==> src/sv/bfps_pkg.sv <==
// shared constants and codes for the bloom filter profile scorer
package bfps_pkg;

  localparam int FILTER_WORD_ADDR_BITS = 16;
  localparam int WEIGHT_ADDR_BITS      = 16;

  localparam logic [31:0] MM_MUL = 32'h5bd1e995;
  localparam logic [31:0] SEED_A = 32'd1;
  localparam logic [31:0] SEED_B = 32'd5;
  localparam logic [31:0] KEY_LEN = 32'd3;

  // actions
  localparam logic [1:0] ACT_LOAD_FILTER = 2'd0;
  localparam logic [1:0] ACT_LOAD_WEIGHT = 2'd1;
  localparam logic [1:0] ACT_SCORE       = 2'd2;

  // configuration register indexes
  localparam int          CFG_IDX_W       = 2;
  localparam logic [1:0]  REG_DOC_TAG     = 2'd0;
  localparam logic [1:0]  REG_FILTER_BITS = 2'd1;
  localparam int          CFG_DATA_W      = 24;

  typedef logic [FILTER_WORD_ADDR_BITS-1:0] filt_addr_t;
  typedef logic [WEIGHT_ADDR_BITS-1:0]      wgt_addr_t;

endpackage

==> src/sv/bfps_hash.sv <==
// two-lane murmurhash2 pipeline over a 24-bit key, one register after each multiply
module bfps_hash import bfps_pkg::*; (
  input  logic        clk,
  input  logic [23:0] key,
  output logic [31:0] ha,
  output logic [31:0] hb
);

  logic [31:0] m1_a;
  logic [31:0] m1_b;
  logic [31:0] m2_a;
  logic [31:0] m2_b;
  logic [31:0] x_a;
  logic [31:0] x_b;

  assign x_a = m1_a ^ (m1_a >> 13);
  assign x_b = m1_b ^ (m1_b >> 13);

  // the key stays stable while a word is scored, so the stages just free-run
  always_ff @(posedge clk) begin
    m1_a <= ((SEED_A ^ KEY_LEN) ^ {8'h00, key}) * MM_MUL;
    m1_b <= ((SEED_B ^ KEY_LEN) ^ {8'h00, key}) * MM_MUL;
    m2_a <= x_a * MM_MUL;
    m2_b <= x_b * MM_MUL;
  end

  assign ha = m2_a ^ (m2_a >> 15);
  assign hb = m2_b ^ (m2_b >> 15);

endmodule

==> config.mk <==
export PLATFORM = sky130hd
export DESIGN_NAME = bfps_hash
export DESIGN_NICKNAME = d
export VERILOG_FILES = /design/src/sv/bfps_pkg.sv /design/src/sv/bfps_hash.sv
export SDC_FILE = /design/constraint.sdc
export NUM_CORES = 2
export LEC_CHECK = 0
export ABC_AREA = 0
export BUFFER_PORTS_ARGS = -buffer_cell sky130_fd_sc_hd__buf_2
export CORE_UTILIZATION = 45
export DETAILED_ROUTE_END_ITERATION = 8
export PLACE_DENSITY_LB_ADDON = 0.3
export SLEW_MARGIN = 5
export SYNTH_ARGS = -nofsm -noshare
export SYNTH_HDL_FRONTEND = slang
export SYNTH_SLANG_ARGS = --single-unit
==> constraint.sdc <==
create_clock -name clk -period 6.75 [get_ports clk]
set_input_delay 1.35 -clock clk [delete_from_list [all_inputs] [get_ports clk]]
set_output_delay 1.35 -clock clk [all_outputs]
set_load 0.01 [all_outputs]
---- After elaboration in Yosys (flattened, before gate mapping) ----
Cells that the tools add are included.
storage, ports and cells
  flip-flop bits (word level) ............. 128
  bits in latches ......................... 0
  bits in writable memories ............... 0
  bits in read-only memories .............. 0
  input bits .............................. 25
  output and inout bits ................... 64
  logic and storage cells ................. 14
  memories ................................ 0
cells by class
  $add $sub $neg .......................... 0
  multipliers ............................. 4
  div/mod/pow operators ................... 0
  magnitude comparators ................... 0
  eq/ne operators ......................... 0
  shift operators ......................... 0
  mux-type cells .......................... 0
  bitwise operators ....................... 6
  reductions and logical operators ........ 0
operators by type and width
  operator                                              number
  multiplier 24 x 31 -> 32 bit (second input constant)  2
  multiplier 32 x 31 -> 32 bit (second input constant)  2
  bitwise XOR 32 x 17 -> 32 bit                         2
  bitwise XOR 32 x 19 -> 32 bit                         2
  NOT 2 bit                                             1
  NOT 1 bit                                             1

---- Depth between registers and ports, before layout ----
  depth after elaboration ................. 2
  mapped depth ............................ 27
  mapped depth without buffers ............ 27

---- Worst setup path after synthesis ----
Ideal clock, no wire load.
  path type ............................... flip-flop to flip-flop
  start point ............................. register m1_b[20]
  end point ............................... register m2_b[31]
  setup time .............................. 72 ps
  arrival time ............................ 7,129 ps
  data required time ...................... 6,678 ps
  setup slack ............................. -451 ps
  cell stages (with the launch flop) ...... 27
  path buffers ............................ 0
  period minus slack after synthesis ...... 7,201 ps
  cell sequence ........................... dfxtp_1 > xnor2_1 > inv_1 > xnor2_1 > ha_1 > or2_2 > ha_1 > inv_1 > fa_1 > inv_1 > fa_1 > inv_1 > fa_1 > inv_1 > fa_1 > fa_1 > inv_1 > fa_1 > inv_1 > ha_1 > and3_1 > and2_1 > a221o_1 > o41ai_1 > o2111ai_1 > a21oi_1 > xnor2_1
on the way
  cells in the longest elaborated chain, start to end .. 2
RTL lines
  item                           RTL line         source
  from (decl)                    bfps_hash.sv:10  logic [31:0] m1_b;
  from (signal assigned)         bfps_hash.sv:22  m1_b <= ((SEED_B ^ KEY_LEN) ^ {8'h00, key}) * MM_MUL;
  bitwise XOR 32 x 19 -> 32 bit  bfps_hash.sv:17  assign x_b = m1_b ^ (m1_b >> 13);
  multiplier 32 x 31 -> 32 bit   bfps_hash.sv:24  m2_b <= x_b * MM_MUL;
  to (signal assigned)           bfps_hash.sv:24
  to (decl)                      bfps_hash.sv:12  logic [31:0] m2_b;
No other way between the ends.

---- Worst setup path after layout ----
  start point ............................. register m1_b[7]
  end point ............................... register m2_b[31]
Same word-level chain as after synthesis.

==> impl_metrics.yaml <==
synth:
  synth_top_area_share: 0.368
  ys_async_sr_fraction: 0
  synth_edf_count: 0
  ys_seq_elements: 126
  synthTopCellsByCount: "inv_1 (1147), ha_1 (641), fa_1 (611)"
  synthCells: 3437
  ys_seq_area_frac: 0.0758
  yosys.cell_types.count: 60
  synth_nets: 4714
  synth_flop_cell: "dfxtp_1"
  ys_top_cells_by_area: "fa_1 (37%), ha_1 (24%), inv_1 (13%)"
  yosysTopAreaCell: "fa_1"
  synth.avg_cell_area_um2: 9.68
  syn_area_um2: 33300
  yosysMostFrequentCell: "inv_1"
  synth_warnings: 0
place:
  hpwl_um: 79400
  gp_congestion: 0.994
  numPortBuffers: 88
  dpl_worst_slack_ns: -0.463
timing:
  setup_viol: 0
  relSlewSlack: 0.605
  fin_crit_ns: 6.68
  tightest_slew_ns: 0.592
  setup_ws_ns: 0.0726
  rsz0062_at_grt: "yes"
  fin_skew_ns: 0.0153
  timing.final.crit_share: 0.989
  slew_viol_final: 0
  whs_ns: 0.790
  finalHoldViolCount: 0
  max_freq_mhz: 150
floorplanning:
  die-height_um: 274
  dieArea_um2: 75000
  start_util: 0.455
  core_area_um2: 73100
  die_width_um: 274
  num_rows: 99
  ioPinCount: 89
setup_path:
  worstSetupPathType: "reg2reg"
  critPathLaunch: "m1_b[7]$_DFF_P_"
  critPathMaxFanout: 2
  worstPathArrival_ns: 7.02
  critPathSlowestCell: "fa_1"
  worst_r2r_path_depth: 27
  cpMostUsedCell: "fa_1"
  cpPeakStageDelay_ns: 0.52
  end_kind: "flip-flop"
  startpoint_type: "flip-flop"
  r2r_start: "m1_b[7]$_DFF_P_"
  cp.required_ns: 7.10
run:
  cap_violations: 0
clock_tree:
  clkSlewWorstSetupHoldPaths_ns: 0.06
  root_buffer: "clkbuf_16"
  hold_buffers: 0
  clock_path_buffers: 2
  cts.sinks: 126
  cts_made_buffers: 17
  htreeDepth: 4
  cts_tree: "built"
  clk_latency_ns: 0.46
global_route:
  grt_pass1_vias: 24985
  grt_max_degree: 17
  grt_overflow: 0
  grt_pass1_wl_um: 136000
  antenna_found_initial: 4
  grt.total_usage: 0.242
worst_hold_path:
  hold_depth: 3
  worstHoldStart: "m1_b[1]$_DFF_P_"
  hold_path.class: "reg2reg"
run_status:
  violations: "design-rule violations"
  status: "finished with violations"
layout:
  area_delta_synth_final_pct: 17.3
  finalNetCount: 5178
  fin_util: 0.534
  drive_above_1_share: 0.170
detailed_routing:
  ant_nets: 0
  routed_wl_um: 87000
  wl_per_cell_um: 17.9
  via_per_inst: 4.82
  dr.first_iter.drc_count: 1064
  vias: 23471
  drc: 16
  drt_first_pass_iters: 7
## through the flow
| step | instance area (um^2) | setup TNS [ns] | cells |
|---|---|---|---|
| final | 39000 | 0 | 4874 |
| after global routing | 39000 | -0.378 | 4874 |
| after CTS | 38500 | 0 | 4865 |
| after detailed placement | 37700 | -6.18 | 4830 |
| after global placement | 37700 | -4.26 | 4830 |
| after floorplan | 33400 | -0.0777 | 3437 |
## flip-flops by register name (all words and copies together) (netlist names)
name,count
m2_b,32
m2_a,32
m1_b,32
m1_a,30
## layout make-up
type / count / area [um^2]
clock buffers: 20 / 457
clock inverters: 12 / 160
diodes: 1 / 2.50
multi-input cells: 2129 / 26900
flip-flops and latches: 126 / 2560
inverters: 1151 / 4330
fillers: 6721 / 34000
repair buffers: 476 / 3390
well taps: 959 / 1200
## worst paths after layout
| check | slack, ns | endpoint |
|---|---|---|
| setup reg to reg | 0.07 | m2_b[31]$_DFF_P_ |
| hold / removal | 0.79 | m2_a[1]$_DFF_P_ |
| hold reg to reg | 0.79 | m2_a[1]$_DFF_P_ |
| setup / recovery | 0.07 | m2_b[31]$_DFF_P_ |
## layout by cell type, fill, tap and decap left out, types with 16 or more instances in the layout
cell type / netlist / final
inv_1: 1147 / 1135
ha_1: 641 / 623
fa_1: 611 / 600
buf_4: 30 / 384
xnor2_1: 218 / 195
dfxtp_1: 126 / 107
xor2_1: 96 / 90
buf_2: 0 / 88
nor2_1: 89 / 86
a21oi_1: 89 / 77
nand2_1: 58 / 56
o21ai_0: 47 / 37
a21o_1: 29 / 29
nor3_1: 27 / 26
nand3_1: 21 / 21
or2_2: 22 / 20
o21bai_1: 20 / 19
clkbuf_16: 0 / 17
xnor2_2: 0 / 16
and2_1: 17 / 16
## worst max-delay path, delay by kind of cell (launching register included)
kind	cells	cell delay, ns
adders and majority gates	9	3.66
and+or+nand+nor	3	0.57
DFF	1	0.36
buffers and inverters	8	0.56
AOI/OAI and AO/OA	4	1.01
xor gates and xnor gates	3	0.39
## metal layers
layer / up-vias / part of all wire / wire length (um) / global-route usage
met5: - / 0.00026 / 23 / 0
met4: 4 / 0.033 / 2870 / 0.0852
met3: 113 / 0.044 / 3860 / 0.0321
met2: 444 / 0.47 / 41200 / 0.403
met1: 11666 / 0.45 / 39000 / 0.323
li1: 11244 / - / - / -
## cells by family after synthesis
group / Yosys count / synth area share
AND/OR/NAND/NOR: 289 / 0.0420
multiplexers: 1 / 0.000301
buffers and inverters: 1182 / 0.137
AO/OA/AOI/OAI: 273 / 0.0537
flip-flops: 126 / 0.0758
XOR/XNOR: 314 / 0.0827
adder cells (fa/ha/maj): 1252 / 0.609
## what timing repair did
action,in CTS,in global routing
gates resized for setup,33,113
endpoints found under the setup margin,6,24
endpoints found under the hold margin,0,0
pin swaps,17,50
buffers inserted,3,9
Power is not shown: default switching activity piles up to over one toggle a cycle in this logic, so the estimate is an artifact.
